<file path="src/ple_pkg.sv">
// ple_pkg: request and status codes for the positional list engine.
// Has no dependencies. The engine reads it through scoped names.
`default_nettype none

package ple_pkg;

	typedef logic [2:0] req_t;
	typedef logic [1:0] status_t;

	localparam req_t REQ_INSERT = 3'd0;
	localparam req_t REQ_DELETE = 3'd1;
	localparam req_t REQ_COUNT  = 3'd2;
	localparam req_t REQ_MINMAX = 3'd3;
	localparam req_t REQ_EVEN   = 3'd4;
	localparam req_t REQ_CLEAR  = 3'd5;

	localparam status_t STAT_OK    = 2'd0;
	localparam status_t STAT_POS   = 2'd1;
	localparam status_t STAT_FULL  = 2'd2;
	localparam status_t STAT_EMPTY = 2'd3;

	// largest value the 7-bit count outputs can show
	localparam logic [6:0] CNT_MAX = 7'd127;

endpackage

`default_nettype wire

</file>
<file path="src/positional_list_engine.sv">
// positional_list_engine: ordered list of signed words kept in one synchronous RAM.
// Uses ple_pkg for the request and status codes.
//
// Usage:
// Requests come in on in_valid/in_stall with req_type, position and value.
// Each request gives exactly one result on out_valid/out_stall: status,
// match_count, max_value, min_value and list_length. Unused result fields are 0.
// The engine handles one request at a time. in_stall stays high from accept
// until the result is loaded into the output register. The next request may be
// accepted while that result is still waiting to be taken.
// The walk covers length - position entries for insert, length - position - 1
// for delete, the length for count and min/max, half the length for delete-even.
// Clear, unknown and rejected requests do not walk. The result is shown in the
// same cycle in which the next request can be accepted. The RAM has one read
// port and one write port, so the walk steps one entry per cycle, reading one
// entry and, for insert, delete and delete-even, writing back the one before.
// If out_stall holds a result, the next finished result waits in the engine and
// input stays stalled. Reset empties the list. RAM contents are not cleared:
// only entries below the length are ever read.
`default_nettype none

module positional_list_engine #(
	parameter int CAPACITY   = 64,
	parameter int DATA_WIDTH = 32
) (
	input  wire logic               clk,
	input  wire logic               arst_n,
	input  wire logic               in_valid,
	output logic                    in_stall,
	input  wire logic [2:0]         req_type,
	input  wire logic [6:0]         position,
	input  wire logic signed [31:0] value,
	output logic                    out_valid,
	input  wire logic               out_stall,
	output logic [1:0]              status,
	output logic [6:0]              match_count,
	output logic signed [31:0]      max_value,
	output logic signed [31:0]      min_value,
	output logic [6:0]              list_length
);

	localparam int AW = $clog2(CAPACITY);
	localparam int LW = $clog2(CAPACITY + 1);
	localparam int CW = (LW > 7) ? LW : 7;

	localparam logic [1:0] ST_IDLE = 2'd0;
	localparam logic [1:0] ST_RUN  = 2'd1;
	localparam logic [1:0] ST_DONE = 2'd2;

	logic signed [DATA_WIDTH-1:0] mem [CAPACITY];

	logic [1:0]                   state_q;
	logic                         out_valid_q;
	logic [LW-1:0]                len_q;
	logic [LW-1:0]                rem_q;
	logic                         vld_s1;
	logic [AW-1:0]                wr_s1;
	logic signed [DATA_WIDTH-1:0] rdata_s1;

	ple_pkg::req_t                op_q;
	ple_pkg::status_t             status_q;
	logic [AW-1:0]                raddr_q;
	logic [AW-1:0]                wcnt_q;
	logic [AW-1:0]                pos_q;
	logic signed [DATA_WIDTH-1:0] val_q;
	logic [LW-1:0]                cnt_q;
	logic signed [DATA_WIDTH-1:0] mx_q;
	logic signed [DATA_WIDTH-1:0] mn_q;
	logic                         first_q;

	logic [1:0]                   status_o_q;
	logic [6:0]                   match_o_q;
	logic signed [31:0]           max_o_q;
	logic signed [31:0]           min_o_q;
	logic [6:0]                   length_o_q;

	logic                         accept;
	logic [CW-1:0]                pos_w;
	logic [CW-1:0]                len_w;
	ple_pkg::status_t             acc_status;
	logic [LW-1:0]                acc_rem;
	logic [LW-1:0]                acc_len;
	logic [AW-1:0]                acc_raddr;
	logic                         acc_run;

	logic                         shifting;
	logic                         rd_en;
	logic                         run_end;
	logic                         we;
	logic [AW-1:0]                waddr;
	logic signed [DATA_WIDTH-1:0] wdata;
	logic [AW-1:0]                raddr_nxt;
	logic [AW-1:0]                wr_nxt;
	logic                         out_free;

	assign in_stall = (state_q != ST_IDLE);
	assign accept   = in_valid && (state_q == ST_IDLE);
	assign pos_w    = CW'(position);
	assign len_w    = CW'(len_q);

	// request decode: checks, walk length, first read address, new length
	always_comb begin
		acc_status = ple_pkg::STAT_OK;
		acc_rem    = '0;
		acc_len    = len_q;
		acc_raddr  = '0;
		acc_run    = 1'b0;
		case (req_type)
			ple_pkg::REQ_INSERT: begin
				if (pos_w > len_w) begin
					acc_status = ple_pkg::STAT_POS;
				end else if (len_w >= CW'(CAPACITY)) begin
					acc_status = ple_pkg::STAT_FULL;
				end else begin
					acc_run   = 1'b1;
					acc_rem   = LW'(len_w - pos_w);
					acc_raddr = AW'(len_w - CW'(1));
					acc_len   = len_q + LW'(1);
				end
			end
			ple_pkg::REQ_DELETE: begin
				if (len_q == '0) begin
					acc_status = ple_pkg::STAT_EMPTY;
				end else if (pos_w >= len_w) begin
					acc_status = ple_pkg::STAT_POS;
				end else begin
					acc_run   = 1'b1;
					acc_rem   = LW'(len_w - pos_w - CW'(1));
					acc_raddr = AW'(pos_w + CW'(1));
					acc_len   = len_q - LW'(1);
				end
			end
			ple_pkg::REQ_COUNT: begin
				acc_run = 1'b1;
				acc_rem = len_q;
			end
			ple_pkg::REQ_MINMAX: begin
				if (len_q == '0) begin
					acc_status = ple_pkg::STAT_EMPTY;
				end else begin
					acc_run = 1'b1;
					acc_rem = len_q;
				end
			end
			ple_pkg::REQ_EVEN: begin
				// keep odd entries: read 1,3,5.. and pack them to 0,1,2..
				acc_run   = 1'b1;
				acc_rem   = len_q >> 1;
				acc_raddr = AW'(1);
				acc_len   = len_q >> 1;
			end
			ple_pkg::REQ_CLEAR: begin
				acc_len = '0;
			end
			default: begin
			end
		endcase
	end

	assign shifting = (op_q == ple_pkg::REQ_INSERT) || (op_q == ple_pkg::REQ_DELETE) ||
		(op_q == ple_pkg::REQ_EVEN);
	assign rd_en    = (state_q == ST_RUN) && (rem_q != '0);
	assign run_end  = (state_q == ST_RUN) && (rem_q == '0) && !vld_s1;

	// address walk: insert goes down and writes one above, delete goes up and
	// writes one below, delete-even steps by two and writes a packed index
	always_comb begin
		case (op_q)
			ple_pkg::REQ_INSERT: begin
				raddr_nxt = raddr_q - AW'(1);
				wr_nxt    = raddr_q + AW'(1);
			end
			ple_pkg::REQ_DELETE: begin
				raddr_nxt = raddr_q + AW'(1);
				wr_nxt    = raddr_q - AW'(1);
			end
			ple_pkg::REQ_EVEN: begin
				raddr_nxt = raddr_q + AW'(2);
				wr_nxt    = wcnt_q;
			end
			default: begin
				raddr_nxt = raddr_q + AW'(1);
				wr_nxt    = raddr_q;
			end
		endcase
	end

	// write port: shifted entry, or the new value once the insert gap is open
	assign we    = (state_q == ST_RUN) &&
		(vld_s1 ? shifting : ((rem_q == '0) && (op_q == ple_pkg::REQ_INSERT)));
	assign waddr = vld_s1 ? wr_s1 : pos_q;
	assign wdata = vld_s1 ? rdata_s1 : val_q;

	always_ff @(posedge clk) begin
		if (we) begin
			mem[waddr] <= wdata;
		end
		if (rd_en) begin
			rdata_s1 <= mem[raddr_q];
		end
	end

	assign out_free = !out_valid_q || !out_stall;

	always_ff @(posedge clk or negedge arst_n) begin
		if (!arst_n) begin
			state_q     <= ST_IDLE;
			out_valid_q <= 1'b0;
			len_q       <= '0;
			rem_q       <= '0;
			vld_s1      <= 1'b0;
		end else begin
			case (state_q)
				ST_IDLE: begin
					if (accept) begin
						len_q   <= acc_len;
						rem_q   <= acc_rem;
						state_q <= acc_run ? ST_RUN : ST_DONE;
					end
				end
				ST_RUN: begin
					vld_s1 <= rd_en;
					if (rd_en) begin
						rem_q <= rem_q - LW'(1);
					end
					if (run_end) begin
						state_q <= ST_DONE;
					end
				end
				ST_DONE: begin
					if (out_free) begin
						state_q <= ST_IDLE;
					end
				end
				default: begin
					state_q <= ST_IDLE;
				end
			endcase

			if ((state_q == ST_DONE) && out_free) begin
				out_valid_q <= 1'b1;
			end else if (!out_stall) begin
				out_valid_q <= 1'b0;
			end
		end
	end

	always_ff @(posedge clk) begin
		if (accept) begin
			op_q     <= req_type;
			status_q <= acc_status;
			raddr_q  <= acc_raddr;
			wcnt_q   <= '0;
			pos_q    <= AW'(position);
			val_q    <= DATA_WIDTH'(value);
			cnt_q    <= '0;
			mx_q     <= '0;
			mn_q     <= '0;
			first_q  <= 1'b1;
		end

		if (rd_en) begin
			raddr_q <= raddr_nxt;
			wr_s1   <= wr_nxt;
			if (op_q == ple_pkg::REQ_EVEN) begin
				wcnt_q <= wcnt_q + AW'(1);
			end
		end

		// scan side of count and min/max
		if ((state_q == ST_RUN) && vld_s1) begin
			if ((op_q == ple_pkg::REQ_COUNT) && (rdata_s1 == val_q)) begin
				cnt_q <= cnt_q + LW'(1);
			end
			if (op_q == ple_pkg::REQ_MINMAX) begin
				first_q <= 1'b0;
				if (first_q || (rdata_s1 > mx_q)) begin
					mx_q <= rdata_s1;
				end
				if (first_q || (rdata_s1 < mn_q)) begin
					mn_q <= rdata_s1;
				end
			end
		end

		if ((state_q == ST_DONE) && out_free) begin
			status_o_q <= status_q;
			match_o_q  <= (cnt_q > LW'(ple_pkg::CNT_MAX)) && (LW > 7) ?
				ple_pkg::CNT_MAX : 7'(cnt_q);
			max_o_q    <= 32'(mx_q);
			min_o_q    <= 32'(mn_q);
			length_o_q <= (len_q > LW'(ple_pkg::CNT_MAX)) && (LW > 7) ?
				ple_pkg::CNT_MAX : 7'(len_q);
		end
	end

	assign out_valid   = out_valid_q;
	assign status      = status_o_q;
	assign match_count = match_o_q;
	assign max_value   = max_o_q;
	assign min_value   = min_o_q;
	assign list_length = length_o_q;

endmodule

`default_nettype wire
</file>
<file path="config.mk">
export PLATFORM = sky130hd
export DESIGN_NAME = positional_list_engine
export DESIGN_NICKNAME = d
export VERILOG_FILES = /design/src/ple_pkg.sv /design/src/positional_list_engine.sv
export SDC_FILE = /design/constraint.sdc
export NUM_CORES = 2
export LEC_CHECK = 0
export ABC_AREA = 1
export BUFFER_PORTS_ARGS = -buffer_cell sky130_fd_sc_hd__buf_2
export CAP_MARGIN = 40
export CORE_MARGIN = 2
export CORE_UTILIZATION = 40
export CTS_BUF_LIST = sky130_fd_sc_hd__clkbuf_8
export DETAILED_ROUTE_END_ITERATION = 8
export SETUP_SLACK_MARGIN = 0.4
export SYNTH_ARGS = -nofsm -noshare
export SYNTH_HDL_FRONTEND = slang
export SYNTH_SLANG_ARGS = --single-unit
</file>
<file path="constraint.sdc">
create_clock -name clk -period 5 [get_ports clk]
set_input_delay 0.5 -clock clk [delete_from_list [all_inputs] [get_ports clk]]
set_output_delay 0.5 -clock clk [all_outputs]
set_load 0.005 [all_outputs]
</file>
# Word level (Yosys, flattened, before mapping)
# Memories as Yosys holds them, arrays and structs flattened. A register that Yosys moved wholly into a read port is not among the register bits.
# Index checks and enable logic that the tools add are counted.
[totals] regBits=231 latchBits=0 ramBits=2048 rom_bits=0 inputBits=46 output_inout_bits=82 word_cells=154 memories=1
[memory_table] memory="mem" words=64 width=32 rd=1 rd_ports_with_merged_regs=1 wr=1 line_no="positional_list_engine.sv:50" text="logic signed [DATA_WIDTH-1:0] mem [CAPACITY];"
[classes] add_sub_neg=11 n_mul=0 n_div=0 order_cmp=5 eq_ne=21 shifts=0 mux=64 n_bitwise=0 n_reduce_logical=31
[ops] op="32-bit two-way mux" count=9
[ops] op="7-bit two-way mux" count=14
[ops] op="6-bit two-way mux" count=10
[ops] op="6-bit one-hot mux with 3 select lines" count=2
[ops] op="7-bit one-hot mux with 5 select lines" count=1
[ops] op="32-bit equality test" count=1
[ops] op="32-bit > comparator" count=1
[ops] op="32-bit < comparator" count=1
[ops] op="7-bit one-hot mux with 4 select lines" count=1
[ops] op="7-bit by 1-bit subtractor with 7-bit output, second input constant" count=3
[ops] op="6-bit by 1-bit adder with 6-bit output, second input constant" count=3
[ops] op="2-bit two-way mux" count=8
[ops] op="2-bit inequality test, second input constant" count=8
[ops] op="7-bit by 1-bit adder with 7-bit output, second input constant" count=2
[ops] op="7-bit logical NOT" count=2
[ops] op="1-bit two-way mux" count=14
[ops] op="7-bit one-hot mux with 2 select lines" count=1
[ops] op="3-bit by 2-bit equality test with 1-bit output, second input constant" count=4
[ops] op="2-bit one-hot mux with 3 select lines" count=2
[ops] op="6-bit one-hot mux with 2 select lines" count=1
[ops] op="3-bit equality test, second input constant" count=3
[ops] op="1-bit logical AND" count=9
[ops] op="7-bit >= comparator" count=1
[ops] op="7-bit >= comparator, second input constant" count=1
[ops] op="19 further kinds" count=30

# Depth between registers and ports, before layout
[depth] word_depth=7 ltp_mapped=21 ltp_nobuf=20

# Worst setup path after synthesis
# Ideal clock, no wire load.
[synth_timing] path_kind="register to register" startpoint="reg state_q[1]" endpoint="reg length_o_q[0], in the netlist list_length[0], enable pin" setup_time_ns=0.545 t_arrival_ns=4.485 required_time_ns=4.455 slack_ns=-0.030 path_stages_with_launch=5 n_path_buf=0 path_cell_list="dfrtp_1 -> inv_1 -> nor2_1 -> inv_1 -> a21oi_1"
[synth_between] elab_chain_len=2
[synth_lines] item="start, declared" line_no="positional_list_engine.sv:52" text="logic [1:0] state_q;"
[synth_lines] item="start signal, assigned" line_no="positional_list_engine.sv:218" text="state_q <= acc_run ? ST_RUN : ST_DONE;"
[synth_lines] item="2-bit equality test" line_no="positional_list_engine.sv:286" text="if ((state_q == ST_DONE) && out_free) begin"
[synth_lines] item="1-bit logical AND" line_no="positional_list_engine.sv:286"
[synth_lines] item="end signal, assigned" line_no="positional_list_engine.sv:292" text="length_o_q <= (len_q > LW'(ple_pkg::CNT_MAX)) && (LW > 7) ?"
[synth_lines] item="end, declared" line_no="positional_list_engine.sv:75" text="logic [6:0] length_o_q;"
# No other way between the ends.
# A chain may end at the register's enable or synchronous reset.

# Worst setup path after layout
[layout_timing] startpoint="reg vld_s1" endpoint="mem mem[37][25], enable pin"
[layout_between] elab_chain_len=4
[layout_lines] item="start, declared" line_no="positional_list_engine.sv:56" text="logic vld_s1;"
[layout_lines] item="start signal, assigned" line_no="positional_list_engine.sv:222" text="vld_s1 <= rd_en;"
[layout_lines] item="1-bit two-way mux" line_no="positional_list_engine.sv:190" text="(vld_s1 ? shifting : ((rem_q == '0) && (op_q == ple_pkg::REQ_INSERT)));"
[layout_lines] item="1-bit logical AND" line_no="positional_list_engine.sv:189" text="assign we = (state_q == ST_RUN) &&"
[layout_lines] item="1-bit two-way mux" line_no="positional_list_engine.sv:195" text="if (we) begin"
[layout_lines] item="1-bit two-way mux (implied by the code)" line_no="positional_list_engine.sv:196" text="mem[waddr] <= wdata;"
[layout_lines] item="end, declared" line_no="positional_list_engine.sv:50"
# Parallel ways exist; a longest one is shown, timed or not.

==> metrics.txt <==
# TYPE chip_impl_metric gauge
chip_impl_metric{name="post_cts.resized_instances",unit=""} 0
chip_impl_metric{name="ctsHtreeMaxLevel",unit=""} 5
chip_impl_metric{name="min_period",unit="ps"} 3710
chip_impl_metric{name="die_w",unit="microns"} 486
chip_impl_metric{name="design.die.area",unit="sq mm"} 0.236
chip_impl_metric{name="routedWlPerCell",unit="microns"} 25.0
chip_impl_info{name="grt_setup_unrepaired",value="false"} 1
chip_impl_metric{name="ys_ff_latch",unit=""} 2311
chip_impl_metric{name="grt_antenna_before_repair",unit=""} 9
chip_impl_metric{name="yosys.cell_types.count",unit=""} 54
chip_impl_metric{name="dp_hpwl",unit="mm"} 160
chip_impl_metric{name="core_area",unit="sq mm"} 0.232
chip_impl_metric{name="synth-compound-area-share",unit="%"} 10.9
chip_impl_metric{name="dpl.cell_count",unit=""} 10200
chip_impl_metric{name="per_cell_via_count_in_the_routed_design",unit=""} 5.73
chip_impl_metric{name="die_y",unit="microns"} 486
chip_impl_metric{name="maxSlewViolCount",unit=""} 0
chip_impl_metric{name="multiInputGateArea",unit="sq mm"} 0.0225
chip_impl_metric{name="netlist_area_before_placement",unit="sq mm"} 0.0930
chip_impl_metric{name="yosys.area_share.adder",unit="%"} 1.14
chip_impl_metric{name="synthesis.instances",unit=""} 7276
chip_impl_info{name="timing.setup.critical_path_class",value="reg -> reg"} 1
chip_impl_metric{name="timing.critical_path.required",unit="ps"} 5680
chip_impl_metric{name="worst_slew_pin_slew",unit="ps"} 995
chip_impl_metric{name="worstPathArrival",unit="ps"} 4390
chip_impl_info{name="tritoncts",value="done"} 1
chip_impl_info{name="crit_slowest_cell",value="sky130_fd_sc_hd__nor2_4"} 1
chip_impl_info{name="run_status",value="complete, no violations"} 1
chip_impl_metric{name="pre_cts_slack",unit="ps"} 1340
chip_impl_metric{name="grt.total_usage",unit="%"} 22.4
chip_impl_metric{name="initialDrtViolationCount",unit=""} 7447
chip_impl_metric{name="synth_edf_count",unit=""} 2215
chip_impl_metric{name="slew-limit-headroom",unit="%"} 33.7
chip_impl_metric{name="place.port_buffers",unit=""} 127
chip_impl_metric{name="initial_utilization",unit="%"} 40.1
chip_impl_metric{name="grt_remaining_overflow",unit=""} 0
chip_impl_metric{name="max_cap_viol_count",unit=""} 0
chip_impl_info{name="setup.worst_path.start",value="vld_s1"} 1
chip_impl_info{name="cts.root.buffer_cell",value="sky130_fd_sc_hd__clkbuf_8"} 1
chip_impl_metric{name="final-instance-count-excl-fill",unit=""} 10900
chip_impl_info{name="critical-path-top-cell-by-count",value="sky130_fd_sc_hd__inv_2"} 1
chip_impl_metric{name="synthSimpleGateAreaFrac",unit="%"} 10.7
chip_impl_info{name="post-synth-top-area-cell",value="sky130_fd_sc_hd__edfxtp_1"} 1
chip_impl_metric{name="grt_max_degree",unit=""} 135
chip_impl_metric{name="ir_worst_vdd",unit="V"} 0.000479
chip_impl_metric{name="finalCritPeriodShare",unit="%"} 74.3
chip_impl_info{name="yosys_most_used_dff",value="sky130_fd_sc_hd__edfxtp_1"} 1
chip_impl_metric{name="ant_nets",unit=""} 0
chip_impl_metric{name="design.portCount",unit=""} 128
chip_impl_metric{name="finalWorstSetupSlack",unit="ps"} 1290
chip_impl_metric{name="first_global_vias",unit=""} 59300
chip_impl_metric{name="critPathMaxStageDelay",unit="ps"} 850
chip_impl_metric{name="finalWirelength",unit="mm"} 272
chip_impl_metric{name="grt_first_pass_wirelength",unit="mm"} 398
chip_impl_metric{name="tritoncts_num_sinks",unit=""} 2311
chip_impl_info{name="min_path_type",value="in -> reg"} 1
chip_impl_metric{name="total_neg_setup_slack",unit="ps"} 0
chip_impl_metric{name="final-setup-viol-count",unit=""} 0
chip_impl_metric{name="cts.repair_timing.setup_buffer_count",unit=""} 0
chip_impl_metric{name="post_cts_hold_buffer_count",unit=""} 45
chip_impl_metric{name="drt_first_pass_iters",unit=""} 6
chip_impl_metric{name="fillers",unit=""} 20600
chip_impl_metric{name="skew",unit="ps"} 108
chip_impl_metric{name="biggest_fanout_along_the_worst_timing_path",unit=""} 30
chip_impl_info{name="worst_hold_startpoint",value="value[26]"} 1
chip_impl_metric{name="gp_routability_congestion",unit=""} 0.889
chip_impl_info{name="path_cells",value="inv_2 -> or2_0 -> o21ai_0 -> inv_2 -> nor2_1 -> nand2_1 -> nor2_4 -> buf_4"} 1
chip_impl_metric{name="seq_area",unit="sq mm"} 0.0685
chip_impl_metric{name="routed-via-count",unit=""} 62300
chip_impl_metric{name="synthesis.yosys.warnings",unit=""} 0
chip_impl_metric{name="design_power_total",unit="mW"} 64.2
chip_impl_metric{name="ys_seq_area_share",unit="%"} 73.7
chip_impl_metric{name="rows",unit=""} 177
chip_impl_info{name="post_synth_main_area_contributors",value="sky130_fd_sc_hd__edfxtp_1 (71%), sky130_fd_sc_hd__o21ai_0 (5.8%), sky130_fd_sc_hd__nor2_1 (5.0%), sky130_fd_sc_hd__nand2_1 (2.8%), sky130_fd_sc_hd__o22ai_1 (2.1%)"} 1
chip_impl_metric{name="average_size_of_a_mapped_cell",unit="sq um"} 12.8
chip_impl_metric{name="cts-root-to-sink-buffers",unit=""} 4
chip_impl_metric{name="post_synth_xor_area_fraction",unit="%"} 0.508
chip_impl_info{name="reg_to_reg_critical_path_startpoint",value="vld_s1"} 1
chip_impl_metric{name="clkLatencyLatePin",unit="ps"} 1090
chip_impl_metric{name="synth.net_count",unit=""} 7406
chip_impl_metric{name="maxClockFrequency",unit="MHz"} 269
chip_impl_metric{name="final_layout_size_suffix_gt1_share",unit="%"} 12.0
chip_impl_info{name="combinational_family_with_the_most_area_after_synthesis",value="compound AO/OA/AOI/OAI gates"} 1
chip_impl_metric{name="report.final.hold_viol_count",unit=""} 0
chip_impl_metric{name="synthDominantCellAreaShare",unit="%"} 71.5
chip_impl_metric{name="detail_route.drc_violations",unit=""} 0
chip_impl_metric{name="cts_buffers",unit=""} 377
chip_impl_metric{name="clk_pin_slew",unit="ps"} 60
chip_impl_metric{name="synth_async_sr_flop_share",unit="%"} 0.779
chip_impl_metric{name="area.growth.synth_to_final",unit="%"} 13.8
chip_impl_metric{name="number_of_nets_in_the_layout",unit=""} 7692
chip_impl_info{name="crit_path_end_kind",value="flop"} 1
chip_impl_metric{name="total_leakage_power",unit="nW"} 35.1
chip_impl_info{name="setup.worst_path.start_class",value="flop"} 1
chip_impl_metric{name="share_of_cell_area_taken_by_muxes_after_synthesis",unit="%"} 0.0256
chip_impl_metric{name="cellPowerDensity",unit="mW/mm^2"} 607
-- flip-flops by register name (all words and copies together) (netlist names), 2 cells and up --
signal       cells
min_value       32
mx_q            32
pos_q            6
len_q            7
mn_q            32
op_q             3
val_q           32
wr_s1            6
match_count      7
state_q          2
status_q         2
wcnt_q           6
cnt_q            7
rem_q            7
raddr_q          6
rdata_s1        32
mem           2048
list_length      7
max_value       32
status           2
-- per-stage QoR --
stage                     area (sq um)  utilization (%)  hold WS, ps
after floorplan                  93000                -          204
after global placement           98000             42.2          415
after detailed placement         98800             42.6          412
after CTS                       106000             45.6         70.6
after global routing            106000             45.6          102
final                           106000             45.6          155
-- worst max-delay path, delay by kind of cell (launching register included) --
| family | cells | cell delay, ps |
|---|---|---|
| AO/OA/AOI/OAI | 1 | 270 |
| buffers and inverters | 3 | 740 |
| flip-flops | 1 | 520 |
| AND/OR/NAND/NOR | 4 | 1820 |
-- cell usage after synthesis, types with 6 or more instances --
cell type                  instances
sky130_fd_sc_hd__clkbuf_1        300
sky130_fd_sc_hd__buf_4            20
sky130_fd_sc_hd__or2_2             8
sky130_fd_sc_hd__a21oi_1          58
sky130_fd_sc_hd__inv_2            20
sky130_fd_sc_hd__xnor2_1          24
sky130_fd_sc_hd__o211ai_1         56
sky130_fd_sc_hd__nor3_1           14
sky130_fd_sc_hd__xor2_1           30
sky130_fd_sc_hd__a221oi_1          6
sky130_fd_sc_hd__nand2_1         704
sky130_fd_sc_hd__inv_1           169
sky130_fd_sc_hd__buf_2           126
sky130_fd_sc_hd__o22ai_1         315
sky130_fd_sc_hd__buf_1            24
sky130_fd_sc_hd__edfxtp_1       2215
sky130_fd_sc_hd__nor2_2            6
sky130_fd_sc_hd__o21ai_1          12
sky130_fd_sc_hd__nor2_1         1236
sky130_fd_sc_hd__nand4_1         140
sky130_fd_sc_hd__dfrtp_1          18
sky130_fd_sc_hd__dfxtp_1          78
sky130_fd_sc_hd__o21ai_0        1075
sky130_fd_sc_hd__o221ai_1        210
sky130_fd_sc_hd__nand3_1         262
sky130_fd_sc_hd__ha_1             83
-- power breakdown --
group / total, mW / internal (mW) / switching [mW]
Clock: 14.8 / 7.38 / 7.37
Combinational: 23.3 / 5.54 / 17.7
Sequential: 26.2 / 25.4 / 0.758
Total: 64.2 / 38.3 / 25.8
-- worst paths after layout --
kind / slack (ps) / cells after the start / end
min in group asynchronous: 530 / 3 / len_q[3]
max reg2reg: 1290 / 8 / mem[37][25]
max: 1290 / 8 / mem[37][25]
min: 160 / 2 / val_q[26]
min reg2reg: 410 / 0 / status[1]
max in group asynchronous: 4030 / 4 / vld_s1
-- cell usage in the layout (no fill, tap or decap), types with 127 or more instances in the layout --
cell	count
sky130_fd_sc_hd__clkbuf_8	387
sky130_fd_sc_hd__buf_2	127
sky130_fd_sc_hd__buf_4	135
sky130_fd_sc_hd__nor2_1	1171
sky130_fd_sc_hd__nand2_1	685
sky130_fd_sc_hd__o22ai_1	315
sky130_fd_sc_hd__nand4_1	140
sky130_fd_sc_hd__edfxtp_1	2215
sky130_fd_sc_hd__nand3_1	262
sky130_fd_sc_hd__o221ai_1	210
sky130_fd_sc_hd__inv_1	291
sky130_fd_sc_hd__o21ai_0	1062
-- logic make-up after synthesis --
family,Yosys count
simple gates,2406
flops,2311
compound gates,1752
buf+inv,667
fa+ha+maj,84
xor+xnor,54
mux,2
-- routing by layer --
metal  up-vias  track usage (%)  share of wire, %
li1      27600                -                 -
met1     31100             33.0                43
met2      3093             33.3                44
met3       494             4.84                10
met4         6             6.59               2.6
met5         -                0             0.015
-- final cells by class --
class / instances / area share (%)
flip-flops and latches: 2311 / 64.7
multi-input cells: 4298 / 21.2
clock buffers: 387 / 5.03
well taps: 3043 / 3.60
repair buffers: 382 / 3.54
clock inverters: 256 / 1.10
inverters: 192 / 0.709
diodes: 11 / 0.0260
Power figures use the tool's default switching activity.
